--- src/design/fpme_pkg.sv ---
// Shared widths, register codes, reset values and controller/datapath interface types.
`default_nettype none

package fpme_pkg;

	localparam int STAMP_W   = 48;
	localparam int PERIOD_W  = 17;
	localparam int CFG_IDX_W = 2;

	// register indexes on the configuration port
	localparam logic [CFG_IDX_W-1:0] CFG_PERIOD_FLOOR   = 2'd0;
	localparam logic [CFG_IDX_W-1:0] CFG_PERIOD_CEILING = 2'd1;
	localparam logic [CFG_IDX_W-1:0] CFG_DEFAULT_PERIOD = 2'd2;

	// register values after reset
	localparam logic [PERIOD_W-1:0] RST_PERIOD_FLOOR   = 17'd4167;
	localparam logic [PERIOD_W-1:0] RST_PERIOD_CEILING = 17'd100000;
	localparam logic [PERIOD_W-1:0] RST_DEFAULT_PERIOD = 17'd16667;

	// controller to datapath
	typedef struct packed {
		logic capture;   // latch the incoming timestamp
		logic delta;     // form the period, move timestamp to previous
		logic store;     // clamp and write the ring, step slot and fill count
		logic scan_init; // reset the scan and preload the default period
		logic rd_issue;  // read the next ring entry
		logic load_out;  // move the scan result to the output register
	} cmd_t;

	// datapath to controller
	typedef struct packed {
		logic have_prev;  // a timestamp has already been seen
		logic issue_left; // ring entries still to be read
		logic rd_pend;    // a read is in flight
	} status_t;

endpackage

`default_nettype wire

--- src/design/frame_period_min_estimator_top.sv ---
// Top level of the frame period minimum estimator: controller plus datapath.
`default_nettype none

// Channel   Direction  Handshake             Word
// in        sink       in_valid / in_ready   now_us, 48-bit timestamp in us
// out       source     out_valid / out_ready estimate_us, 17-bit period in us
// cfg       sink       cfg_wr_en             cfg_index, cfg_data (17 bits)
//
// One input word at a time: from acceptance the word passes through delta, store and
// a scan of fill_count ring entries, fill_count taken after this word's store (16 with
// a full ring), before the result is loaded; the arming word stores nothing. The scan
// reads one entry per cycle through the ring's single registered read port, then waits
// for the last read to return. in_ready is back in the cycle after the load.
// A result waiting in the output register does not hold off the next input word;
// only its own load waits for out_ready.
// Reset is asynchronous; the ring needs no clearing pass, as the scan only visits
// entries already written.

module frame_period_min_estimator_top #(
	parameter int HISTORY_DEPTH = 16
) (
	input  wire logic                              clk,
	input  wire logic                              arst_n,
	input  wire logic                              cfg_wr_en,
	input  wire logic [fpme_pkg::CFG_IDX_W-1:0]    cfg_index,
	input  wire logic [fpme_pkg::PERIOD_W-1:0]     cfg_data,
	input  wire logic                              in_valid,
	output logic                                   in_ready,
	input  wire logic [fpme_pkg::STAMP_W-1:0]      now_us,
	output logic                                   out_valid,
	input  wire logic                              out_ready,
	output logic      [fpme_pkg::PERIOD_W-1:0]     estimate_us
);

	fpme_pkg::cmd_t    cmd;
	fpme_pkg::status_t status;

	// sequencing: idle -> delta -> (store) -> scan -> done
	fpme_ctrl u_ctrl (
		.clk       (clk),
		.arst_n    (arst_n),
		.in_valid  (in_valid),
		.in_ready  (in_ready),
		.out_valid (out_valid),
		.out_ready (out_ready),
		.status    (status),
		.cmd       (cmd)
	);

	// period clamp, ring, running minimum and output word register
	fpme_dpath #(
		.HISTORY_DEPTH (HISTORY_DEPTH)
	) u_dpath (
		.clk         (clk),
		.arst_n      (arst_n),
		.cfg_wr_en   (cfg_wr_en),
		.cfg_index   (cfg_index),
		.cfg_data    (cfg_data),
		.now_us      (now_us),
		.estimate_us (estimate_us),
		.cmd         (cmd),
		.status      (status)
	);

endmodule

`default_nettype wire

--- src/design/fpme_ctrl.sv ---
// Controller state machine: sequences capture, period store, ring scan and output load.
`default_nettype none

module fpme_ctrl (
	input  wire logic              clk,
	input  wire logic              arst_n,
	input  wire logic              in_valid,
	output logic                   in_ready,
	output logic                   out_valid,
	input  wire logic              out_ready,
	input  wire fpme_pkg::status_t status,
	output fpme_pkg::cmd_t         cmd
);

	typedef enum logic [2:0] {
		ST_IDLE,
		ST_DELTA,
		ST_STORE,
		ST_SCAN,
		ST_DONE
	} state_t;

	state_t state_q;
	logic   out_valid_q;
	logic   out_free;

	assign out_free  = !out_valid_q || out_ready;
	assign in_ready  = (state_q == ST_IDLE);
	assign out_valid = out_valid_q;

	always_comb begin
		cmd = '0;
		unique case (state_q)
			ST_IDLE: begin
				cmd.capture = in_valid;
			end
			ST_DELTA: begin
				cmd.delta     = 1'b1;
				cmd.scan_init = 1'b1;
			end
			ST_STORE: begin
				cmd.store     = 1'b1;
				cmd.scan_init = 1'b1;
			end
			ST_SCAN: begin
				cmd.rd_issue = status.issue_left;
			end
			ST_DONE: begin
				cmd.load_out = out_free;
			end
			default: begin
				cmd = '0;
			end
		endcase
	end

	always_ff @(posedge clk or negedge arst_n) begin
		if (!arst_n) begin
			state_q     <= ST_IDLE;
			out_valid_q <= 1'b0;
		end else begin
			// a fresh load sets valid, otherwise it holds until taken
			out_valid_q <= ((state_q == ST_DONE) && out_free) || (out_valid_q && !out_ready);
			unique case (state_q)
				ST_IDLE: begin
					if (in_valid) begin
						state_q <= ST_DELTA;
					end
				end
				ST_DELTA: begin
					// first timestamp only arms: nothing to store
					state_q <= status.have_prev ? ST_STORE : ST_SCAN;
				end
				ST_STORE: begin
					state_q <= ST_SCAN;
				end
				ST_SCAN: begin
					if (!status.issue_left && !status.rd_pend) begin
						state_q <= ST_DONE;
					end
				end
				ST_DONE: begin
					if (out_free) begin
						state_q <= ST_IDLE;
					end
				end
				default: begin
					state_q <= ST_IDLE;
				end
			endcase
		end
	end

endmodule

`default_nettype wire

--- src/design/fpme_dpath.sv ---
// Datapath: config registers, period clamp, ring memory, minimum scan and output register.
`default_nettype none

module fpme_dpath #(
	parameter int HISTORY_DEPTH = 16
) (
	input  wire logic                                clk,
	input  wire logic                                arst_n,
	input  wire logic                                cfg_wr_en,
	input  wire logic [fpme_pkg::CFG_IDX_W-1:0]      cfg_index,
	input  wire logic [fpme_pkg::PERIOD_W-1:0]       cfg_data,
	input  wire logic [fpme_pkg::STAMP_W-1:0]        now_us,
	output logic      [fpme_pkg::PERIOD_W-1:0]       estimate_us,
	input  wire fpme_pkg::cmd_t                      cmd,
	output fpme_pkg::status_t                        status
);

	localparam int IW = (HISTORY_DEPTH > 1) ? $clog2(HISTORY_DEPTH) : 1;
	localparam int CW = $clog2(HISTORY_DEPTH + 1);

	logic [fpme_pkg::PERIOD_W-1:0] floor_q;
	logic [fpme_pkg::PERIOD_W-1:0] ceiling_q;
	logic [fpme_pkg::PERIOD_W-1:0] default_q;

	logic [fpme_pkg::STAMP_W-1:0]  now_q;
	logic [fpme_pkg::STAMP_W-1:0]  prev_q;
	logic                          have_prev_q;
	logic [fpme_pkg::STAMP_W-1:0]  delta_q;

	logic [IW-1:0]                 slot_q;
	logic [CW-1:0]                 fill_q;

	logic [fpme_pkg::PERIOD_W-1:0] ring [HISTORY_DEPTH];
	logic [CW-1:0]                 rd_idx_q;
	logic [fpme_pkg::PERIOD_W-1:0] rd_data_s1;
	logic                          rd_pend_s1;

	logic [fpme_pkg::PERIOD_W-1:0] best_q;
	logic                          first_q;
	logic [fpme_pkg::PERIOD_W-1:0] est_q;

	logic [fpme_pkg::STAMP_W-1:0]  lo_clamped;
	logic [fpme_pkg::STAMP_W-1:0]  clamped;

	// floor first, then ceiling: ceiling wins when they cross
	always_comb begin
		lo_clamped = (delta_q < {31'd0, floor_q}) ? {31'd0, floor_q} : delta_q;
		clamped    = (lo_clamped > {31'd0, ceiling_q}) ? {31'd0, ceiling_q} : lo_clamped;
	end

	assign status.have_prev  = have_prev_q;
	assign status.issue_left = (rd_idx_q < fill_q);
	assign status.rd_pend    = rd_pend_s1;
	assign estimate_us       = est_q;

	always_ff @(posedge clk or negedge arst_n) begin
		if (!arst_n) begin
			floor_q   <= fpme_pkg::RST_PERIOD_FLOOR;
			ceiling_q <= fpme_pkg::RST_PERIOD_CEILING;
			default_q <= fpme_pkg::RST_DEFAULT_PERIOD;
		end else if (cfg_wr_en) begin
			case (cfg_index)
				fpme_pkg::CFG_PERIOD_FLOOR:   floor_q   <= cfg_data;
				fpme_pkg::CFG_PERIOD_CEILING: ceiling_q <= cfg_data;
				fpme_pkg::CFG_DEFAULT_PERIOD: default_q <= cfg_data;
				default: begin
				end
			endcase
		end
	end

	always_ff @(posedge clk or negedge arst_n) begin
		if (!arst_n) begin
			prev_q      <= '0;
			have_prev_q <= 1'b0;
			slot_q      <= '0;
			fill_q      <= '0;
			rd_idx_q    <= '0;
			rd_pend_s1  <= 1'b0;
			first_q     <= 1'b0;
		end else begin
			if (cmd.delta) begin
				prev_q      <= now_q;
				have_prev_q <= 1'b1;
			end
			if (cmd.store) begin
				slot_q <= (slot_q == IW'(HISTORY_DEPTH - 1)) ? '0 : slot_q + 1'b1;
				if (fill_q != CW'(HISTORY_DEPTH)) begin
					fill_q <= fill_q + 1'b1;
				end
			end
			rd_pend_s1 <= cmd.rd_issue;
			if (cmd.scan_init) begin
				rd_idx_q <= '0;
				first_q  <= 1'b1;
			end else begin
				if (cmd.rd_issue) begin
					rd_idx_q <= rd_idx_q + 1'b1;
				end
				if (rd_pend_s1) begin
					first_q <= 1'b0;
				end
			end
		end
	end

	// payload registers
	always_ff @(posedge clk) begin
		if (cmd.capture) begin
			now_q <= now_us;
		end
		if (cmd.delta) begin
			delta_q <= (now_q >= prev_q) ? (now_q - prev_q) : '0;
		end
		if (cmd.scan_init) begin
			best_q <= default_q;
		end else if (rd_pend_s1 && (first_q || rd_data_s1 < best_q)) begin
			best_q <= rd_data_s1;
		end
		if (cmd.load_out) begin
			est_q <= best_q;
		end
	end

	// ring memory: one write port, one registered read port
	always_ff @(posedge clk) begin
		if (cmd.store) begin
			ring[slot_q] <= clamped[fpme_pkg::PERIOD_W-1:0];
		end
	end

	always_ff @(posedge clk) begin
		if (cmd.rd_issue) begin
			rd_data_s1 <= ring[rd_idx_q[IW-1:0]];
		end
	end

endmodule

`default_nettype wire

--- config.mk ---
export PLATFORM = sky130hd
export DESIGN_NAME = frame_period_min_estimator_top
export DESIGN_NICKNAME = d
export VERILOG_FILES = /design/src/design/fpme_pkg.sv /design/src/design/frame_period_min_estimator_top.sv /design/src/design/fpme_ctrl.sv /design/src/design/fpme_dpath.sv
export SDC_FILE = /design/constraint.sdc
export NUM_CORES = 1
export LEC_CHECK = 0
export BUFFER_PORTS_ARGS = -buffer_cell sky130_fd_sc_hd__buf_2
export CELL_PAD_IN_SITES_DETAIL_PLACEMENT = 1
export CELL_PAD_IN_SITES_GLOBAL_PLACEMENT = 2
export CORE_MARGIN = 2
export CORE_UTILIZATION = 44
export DETAILED_ROUTE_END_ITERATION = 10
export GPL_ROUTABILITY_DRIVEN = 0
export PLACE_DENSITY_LB_ADDON = 0.1
export SYNTH_ARGS = -nofsm -noshare
export SYNTH_HDL_FRONTEND = slang
export SYNTH_SLANG_ARGS = --single-unit
--- constraint.sdc ---
create_clock -name clk -period 14.3 [get_ports clk]
set_input_delay 2.86 -clock clk [delete_from_list [all_inputs] [get_ports clk]]
set_output_delay 2.86 -clock clk [all_outputs]
set_load 0.01 [all_outputs]
==> metrics.log, run 1 <==
INFO  metric status = complete, no violations
INFO  metric cts_tree = yes
INFO  metric route.met2.wl = 27300 um
INFO  metric global_route.usage.total = 21.4%
INFO  metric final_count_of_hold_timing_violations = 0
INFO  metric clockBufferDepth = 3
INFO  metric layout.filler_cells = 5516
INFO  metric floorplan.rows = 86
INFO  metric worst_r2r_path_depth = 19
INFO  metric critical-path-max-stage-delay = 0.93 ns
INFO  metric detailed_routing_wirelength_on_met1 = 28700 um
INFO  metric detailed_route_wl = 60300 um
INFO  metric synth_top_area_share = 51.0%
INFO  metric setup_total_negative_slack = 0 ns
INFO  metric detailedRoute.firstPassIterationCount = 5
INFO  metric synthesis.area = 24700 um^2
INFO  metric via_per_inst = 5.50
INFO  metric numCtsBuffers = 58
INFO  metric drt_iter0_markers = 1057
INFO  metric floorplan.initialDensity = 44.6%
INFO  metric report.final.setup_viol = 0
INFO  metric finalNetCount = 2018
INFO  metric power_density = 213 nW/um^2
INFO  metric leakagePower = 10.4 nW
INFO  metric worst_path_dominant_cell_family = compound AO/OA/AOI/OAI gates
INFO  metric setup.worst_path.start_class = flop
INFO  metric vias_in_the_first_global_route = 15271
INFO  metric io_pins = 91
INFO  metric area_of_the_placeable_core = 55300 um^2
INFO  metric place.port_buffers = 90
INFO  metric endpoint_kind = flop
INFO  metric crit_required = 14.57 ns
INFO  metric max-vdd-ir-drop = 0.100 mV
INFO  metric route.vias.total = 14483
INFO  metric synth_top_cells_by_area = sky130_fd_sc_hd__edfxtp_1, sky130_fd_sc_hd__dfrtp_1, sky130_fd_sc_hd__mux4_2
INFO  metric critical_path_slowest_stage_cell = sky130_fd_sc_hd__mux2i_1
INFO  metric ctsHtreeMaxLevel = 2
INFO  metric clock_sink_count = 539
INFO  metric synth-main-ff-cell = sky130_fd_sc_hd__edfxtp_1
INFO  metric worstSetupPathDepth = 19
INFO  metric setup.worst_path.end = u_dpath.ring[3][0]$_DFFE_PP_
INFO  metric hold_path.class = flop to flop
INFO  metric reg2reg_from = u_dpath.floor_q[6]$_DFFE_PN1P_
INFO  metric synth.distinct_cells = 77
INFO  metric path_clk_slew = 0.06 ns
INFO  metric die_area = 58000 um^2
INFO  metric asyncSetResetFlopFracSynth = 22.3%
INFO  metric horizontal_extent_of_the_die = 241 um
INFO  metric cts-resized-gates = 0
INFO  metric synth.ff_latch_count = 539
INFO  metric worst_ep_arrival_time = 5.98 ns
INFO  metric route.top_layer_used = met4
INFO  metric rsz_0062_raised_after_global_routing = false
INFO  metric startpoint = u_dpath.floor_q[6]$_DFFE_PN1P_
INFO  metric routed_len_inst = 22.9 um
INFO  metric antenna_found_initial = 0
INFO  metric dp_hpwl = 39600 um
INFO  metric area.growth.synth_to_final = 13.4%
INFO  metric routed-wl-met3 = 3150 um
INFO  metric remaining_drc_errors = 0
INFO  metric relSlewSlack = 22.9%
INFO  metric root_buffer = sky130_fd_sc_hd__clkbuf_16
INFO  metric postCtsSetupBuffers = 0
INFO  metric synthCells = 1723
INFO  metric clock_skew = 0.0258 ns
INFO  metric synth_warnings = 0
INFO  metric fp.dieH = 241 um
INFO  metric antenna_cells_inserted = 0
INFO  metric synth_enable_flop_cells = 419
INFO  metric netlist.top_cell.by_area = sky130_fd_sc_hd__edfxtp_1
INFO  metric route.antenna.remaining_nets = 0
INFO  metric clk-insertion-delay-late = 0.63 ns
INFO  metric worstPathCellList = inv_1 > ha_1 > and3_1 > a2111oi_0 > a21oi_1 > o21ai_1 > o21ai_1 > buf_4 > mux2_1 > ha_1 > nor2b_1 > o21a_1 > o21a_1 > o211ai_1 > a221o_1 > nand3_1 > a21oi_1 > o21ai_2 > mux2i_1
INFO  metric worst_slew_pin_slew = 1.16 ns
INFO  metric final_number_of_max_transition_violations = 0
INFO  metric timing.final.crit_share = 39.9%
INFO  metric grt.overflow.total = 0
INFO  metric grt_first_pass_wirelength = 92500 um
INFO  metric share_of_layout_cells_above_drive_strength_1 = 22.2%
INFO  metric crit-reg2reg-capture = u_dpath.ring[3][0]$_DFFE_PP_
INFO  metric synthesis.nets = 1904
INFO  metric cts.hold.buffers_added = 0
INFO  metric synth.avg_cell_area = 14.3 um^2
INFO  metric r2r_slack = 8.60 ns
INFO  metric achievable-frequency = 175 MHz
INFO  metric crit_path_max_fanout = 17
INFO  metric setup.worst_path.class = flop to flop
INFO  metric grt_max_degree = 90
INFO  metric placed_cells_incl_taps = 2525
INFO  metric leading_cell_type_in_the_layout_fill_and_taps_excluded = sky130_fd_sc_hd__edfxtp_1
INFO  metric final_cell_count_no_fill = 2632
INFO  metric bufs_and_invs_on_worst_path = 2
INFO  metric max_cap_violations = 0
INFO  metric post-route-min-period = 5.70 ns
INFO  metric most_frequent_cells_in_the_layout = sky130_fd_sc_hd__edfxtp_1, sky130_fd_sc_hd__nand2_1, sky130_fd_sc_hd__inv_1
INFO  metric yosysSeqAreaShare = 63.3%
==> logic make-up (layout without fill, tap and decap cells) <==
logic type               Yosys count  in the layout  share of synthesized area (%)
AO/OA/AOI/OAI                    279            279                           7.02
XOR/XNOR                          46             46                           1.63
adder cells (fa/ha/maj)          109            109                           5.56
buffers and inverters            182            343                           2.99
flip-flops                       539            539                           63.3
multiplexers                     159            159                           11.1
AND/OR/NAND/NOR                  409            409                           8.43
==> worst min path at each step <==
stage	startpoint	end	depth (start not counted)
final	u_dpath.best_q[8]$_DFFE_PP_	u_dpath.estimate_us[8]$_DFFE_PP_	0
after global routing	u_dpath.best_q[4]$_DFFE_PP_	u_dpath.estimate_us[4]$_DFFE_PP_	0
after CTS	u_dpath.best_q[5]$_DFFE_PP_	u_dpath.estimate_us[5]$_DFFE_PP_	0
after detailed placement	u_dpath.best_q[5]$_DFFE_PP_	u_dpath.estimate_us[5]$_DFFE_PP_	0
after global placement	u_dpath.best_q[6]$_DFFE_PP_	u_dpath.estimate_us[6]$_DFFE_PP_	0
after floorplan	u_dpath.best_q[10]$_DFFE_PP_	u_dpath.estimate_us[10]$_DFFE_PP_	0
==> Yosys cell counts, drive strengths merged, types with 17 or more instances <==
cell type  number
edfxtp        419
mux2           68
nor3           18
dfrtp         103
ha            108
mux4           85
buf            21
inv           115
nand2         173
nand4          22
xnor2          26
xor2           20
and2           21
nor2           93
a21oi          74
a21o           33
dfstp          17
clkbuf         46
o21ai          99
==> flip-flops by register name, summed over array words and instances, names as in the netlist <==
name / cells
u_dpath.ring: 272
u_dpath.delta_q: 48
u_dpath.now_q: 48
u_dpath.prev_q: 48
u_dpath.best_q: 17
u_dpath.ceiling_q: 17
u_dpath.default_q: 17
u_dpath.estimate_us: 17
u_dpath.floor_q: 17
u_dpath.rd_data_s1: 17
u_dpath.fill_q: 5
u_dpath.rd_idx_q: 5
u_dpath.slot_q: 4
u_ctrl.state_q: 3
u_ctrl.out_valid: 1
u_dpath.first_q: 1
u_dpath.have_prev_q: 1
u_dpath.rd_pend_s1: 1
==> layer usage <==
layer | vias up | GRT usage [%]
li1 | 6672 | -
met1 | 7419 | 31.7
met2 | 319 | 32.9
met3 | 73 | 3.74
met4 | 0 | 5.37
met5 | - | 0
==> power by group <==
| part | internal (mW) | switching (mW) | leakage (nW) |
|---|---|---|---|
| combinational | 0.806 | 1.34 | 4.18 |
| clock | 0.899 | 0.629 | 0.959 |
| sequential | 2.15 | 0.152 | 5.27 |
==> final cells by class <==
cell class / instances / area, um^2 / share of cell area (%)
Clock buffer: 77 / 1650 / 5.88
Clock inverter: 30 / 322 / 1.15
Inverter: 115 / 432 / 1.54
Multi-Input combinational cell: 1002 / 8350 / 29.8
Sequential cell: 539 / 15600 / 55.8
Tap cell: 748 / 936 / 3.34
Timing Repair Buffer: 121 / 689 / 2.46
==> per-stage QoR <==
step                      util (%)  hold WS, ns  setup WS (ns)  total power, mW  instance area [um^2]
final                         50.6        0.456           8.60             5.97                 28000
after global routing          50.6        0.463           8.14             6.37                 28000
after CTS                     50.6        0.458           8.60             6.05                 28000
after detailed placement      47.0        0.440           8.59             4.48                 26000
after global placement        47.0        0.436           8.83             4.43                 26000
after floorplan                  -        0.426           9.38             3.85                 24700
(Power assumes the default switching activity.)
==> run 2: changes to the inputs <==
--- a/config.mk
+++ b/config.mk
@@ -9,7 +9,7 @@
 export CELL_PAD_IN_SITES_DETAIL_PLACEMENT = 1
 export CELL_PAD_IN_SITES_GLOBAL_PLACEMENT = 2
 export CORE_MARGIN = 2
-export CORE_UTILIZATION = 44
+export CORE_UTILIZATION = 41
 export DETAILED_ROUTE_END_ITERATION = 10
 export GPL_ROUTABILITY_DRIVEN = 0
 export PLACE_DENSITY_LB_ADDON = 0.1
==> constraint.sdc (replaced) <==
create_clock -name clk -period 4.8 [get_ports clk]
set_input_delay 0.96 -clock clk [delete_from_list [all_inputs] [get_ports clk]]
set_output_delay 0.96 -clock clk [all_outputs]
set_load 0.01 [all_outputs]
==> metrics.log, run 2 (synthesis gave the netlist of run 1 again) <==
INFO  metric report.final.setup_viol = 0
INFO  metric setup_total_negative_slack = 0 ns
INFO  metric route.vias.total = 14793
INFO  metric floorplan.rows = 89
INFO  metric antenna_found_initial = 0
INFO  metric reg2reg_from = u_dpath.floor_q[6]$_DFFE_PN1P_
INFO  metric grt_max_degree = 85
INFO  metric share_of_layout_cells_above_drive_strength_1 = 24.3%
INFO  metric postLayoutCellArea = 28500 um^2
INFO  metric worst_ep_arrival_time = 4.99 ns
INFO  metric die_area = 62100 um^2
INFO  metric hold_path.class = primary input to asynchronous set/reset pin
INFO  metric power_density = 634 nW/um^2
INFO  metric timing.final.crit_share = 96.9%
INFO  metric horizontal_extent_of_the_die = 249 um
INFO  metric clock_skew = 0.0228 ns
INFO  metric leakagePower = 10.7 nW
INFO  metric remaining_drc_errors = 0
INFO  metric setup.worst_path.start_class = flop
INFO  metric clk-insertion-delay-late = 0.63 ns
INFO  metric crit_path_max_fanout = 8
INFO  metric drt_iter0_markers = 1136
INFO  metric ctsHtreeMaxLevel = 2
INFO  metric dp_hpwl = 42500 um
INFO  metric finalCoreUtilization = 48.1%
INFO  metric finalNetCount = 2046
INFO  metric worst_r2r_path_depth = 19
INFO  metric cts.hold.buffers_added = 0
INFO  metric numCtsBuffers = 59
INFO  metric vias_in_the_first_global_route = 15698
INFO  metric antenna_cells_inserted = 0
INFO  metric via_per_inst = 5.51
INFO  metric fp.dieH = 249 um
INFO  metric total_power = 18.1 mW
INFO  metric io_pins = 91
INFO  metric worst_slew_pin_slew = 1.23 ns
INFO  metric area_of_the_placeable_core = 59200 um^2
INFO  metric setup.worst_path.class = flop to flop
INFO  metric grt.overflow.total = 0
INFO  metric max-vdd-ir-drop = 0.352 mV
INFO  metric root_buffer = sky130_fd_sc_hd__clkbuf_16
INFO  metric relSlewSlack = 17.8%
INFO  metric leading_cell_type_in_the_layout_fill_and_taps_excluded = sky130_fd_sc_hd__edfxtp_1
INFO  metric endpoint_kind = flop
INFO  metric clockBufferDepth = 3
INFO  metric achievable-frequency = 215 MHz
INFO  metric place_area = 26200 um^2
INFO  metric final_count_of_hold_timing_violations = 0
INFO  metric largest_register_ff_count = 272
INFO  metric crit_required = 5.14 ns
INFO  metric area.growth.synth_to_final = 15.5%
INFO  metric final_number_of_max_transition_violations = 0
INFO  metric cts_tree = yes
INFO  metric detailedRoute.firstPassIterationCount = 5
INFO  metric status = complete, no violations
INFO  metric most_frequent_cells_in_the_layout = sky130_fd_sc_hd__edfxtp_1, sky130_fd_sc_hd__nand2_1, sky130_fd_sc_hd__inv_1
INFO  metric routed_len_inst = 24.0 um
INFO  metric largest_register_by_flop_count = u_dpath.ring
INFO  metric crit-reg2reg-capture = u_dpath.ring[5][2]$_DFFE_PP_
INFO  metric post-route-min-period = 4.65 ns
INFO  metric path_clk_slew = 0.06 ns
INFO  metric clock_sink_count = 539
INFO  metric fin_hold_ws = 0.311 ns
INFO  metric max_cap_violations = 0
INFO  metric floorplan.initialDensity = 41.6%
INFO  metric place.port_buffers = 90
INFO  metric r2r_slack = 0.15 ns
INFO  metric detailed_route_wl = 64400 um
INFO  metric route.antenna.remaining_nets = 0
INFO  metric grt_first_pass_wirelength = 97600 um
INFO  metric global_route.usage.total = 20.7%
## run 2: cell count changes in the layout (fill, tap and decap cells not counted), moves of 3 or more
| cell | delta |
|---|---|
| sky130_fd_sc_hd__buf_6 | +3 |
| sky130_fd_sc_hd__buf_12 | +4 |
| sky130_fd_sc_hd__mux2_2 | -14 |
| sky130_fd_sc_hd__clkbuf_8 | -8 |
| sky130_fd_sc_hd__buf_4 | +13 |
| sky130_fd_sc_hd__ha_4 | +5 |
| sky130_fd_sc_hd__clkinvlp_4 | +4 |
| sky130_fd_sc_hd__ha_1 | -5 |
| sky130_fd_sc_hd__clkinv_2 | +4 |
| sky130_fd_sc_hd__mux2_4 | +21 |
| sky130_fd_sc_hd__clkinv_1 | +3 |
## run 2: critical path, cell delays in order (launching register included)
cell	delay, ns
sky130_fd_sc_hd__dfstp_2	0.53
sky130_fd_sc_hd__inv_1	0.07
sky130_fd_sc_hd__ha_4	0.21
sky130_fd_sc_hd__nor2b_1	0.14
sky130_fd_sc_hd__a2111oi_2	0.35
sky130_fd_sc_hd__a21oi_1	0.15
sky130_fd_sc_hd__o21ai_2	0.18
sky130_fd_sc_hd__o21ai_4	0.08
sky130_fd_sc_hd__buf_12	0.16
sky130_fd_sc_hd__buf_12	0.13
sky130_fd_sc_hd__mux2_2	0.34
sky130_fd_sc_hd__ha_1	0.32
sky130_fd_sc_hd__nand4_1	0.09
sky130_fd_sc_hd__or2_4	0.26
sky130_fd_sc_hd__a221o_1	0.29
sky130_fd_sc_hd__nand3_2	0.07
sky130_fd_sc_hd__a21oi_2	0.08
sky130_fd_sc_hd__o21ai_4	0.29
sky130_fd_sc_hd__clkbuf_16	0.26
sky130_fd_sc_hd__mux2_4	0.37
## run 2: cell type report
class                   instances  area, um^2
multi-input cells            1007        8620
repair buffers                143         951
fillers                      5899       30700
clock buffers                  67        1510
clock inverters                43         408
inverters                     115         432
flip-flops and latches        539       15600
well taps                     773         967
## run 2: power by group
part / total (mW) / switching [mW] / internal [mW]
sequential: 6.90 / 0.500 / 6.40
combinational: 6.66 / 4.13 / 2.53
clock: 4.50 / 1.92 / 2.58
## run 2: routing by layer
metal | track usage, % | part of all wire, %
met3 | 2.52 | 4.3
met2 | 32.2 | 46
met4 | 4.77 | 2.0
met1 | 31.1 | 48
met5 | 0 | 0
## run 2: timing repair
item / 4_1_cts / 5_1_grt
endpoints found under the setup margin: 270 / 272
pin swaps: 0 / 6
buffers inserted: 0 / 3
gates cloned: 0 / 8
resized for setup: 8 / 41
## run 2: per-stage QoR
stage,cells,setup WS [ns]
after floorplan,1723,0.0451
after global placement,2566,-0.00128
after detailed placement,2566,-0.156
after CTS,2676,-0.0531
after global routing,2687,-0.0295
final,2687,0.151
## run 2: worst max path at each step
stage,end,from,cells after the start
detailed placement,u_dpath.ring[15][0]$_DFFE_PP_,u_dpath.floor_q[6]$_DFFE_PN1P_,18
finish,u_dpath.ring[5][2]$_DFFE_PP_,u_dpath.floor_q[6]$_DFFE_PN1P_,19
CTS,u_dpath.ring[5][15]$_DFFE_PP_,u_dpath.floor_q[6]$_DFFE_PN1P_,18
floorplan,u_dpath.ring[0][0]$_DFFE_PP_,u_dpath.floor_q[6]$_DFFE_PN1P_,20
global route,u_dpath.ring[2][2]$_DFFE_PP_,u_dpath.delta_q[5]$_SDFFCE_PN0P_,20
global placement,u_dpath.ring[12][11]$_DFFE_PP_,u_dpath.floor_q[6]$_DFFE_PN1P_,18
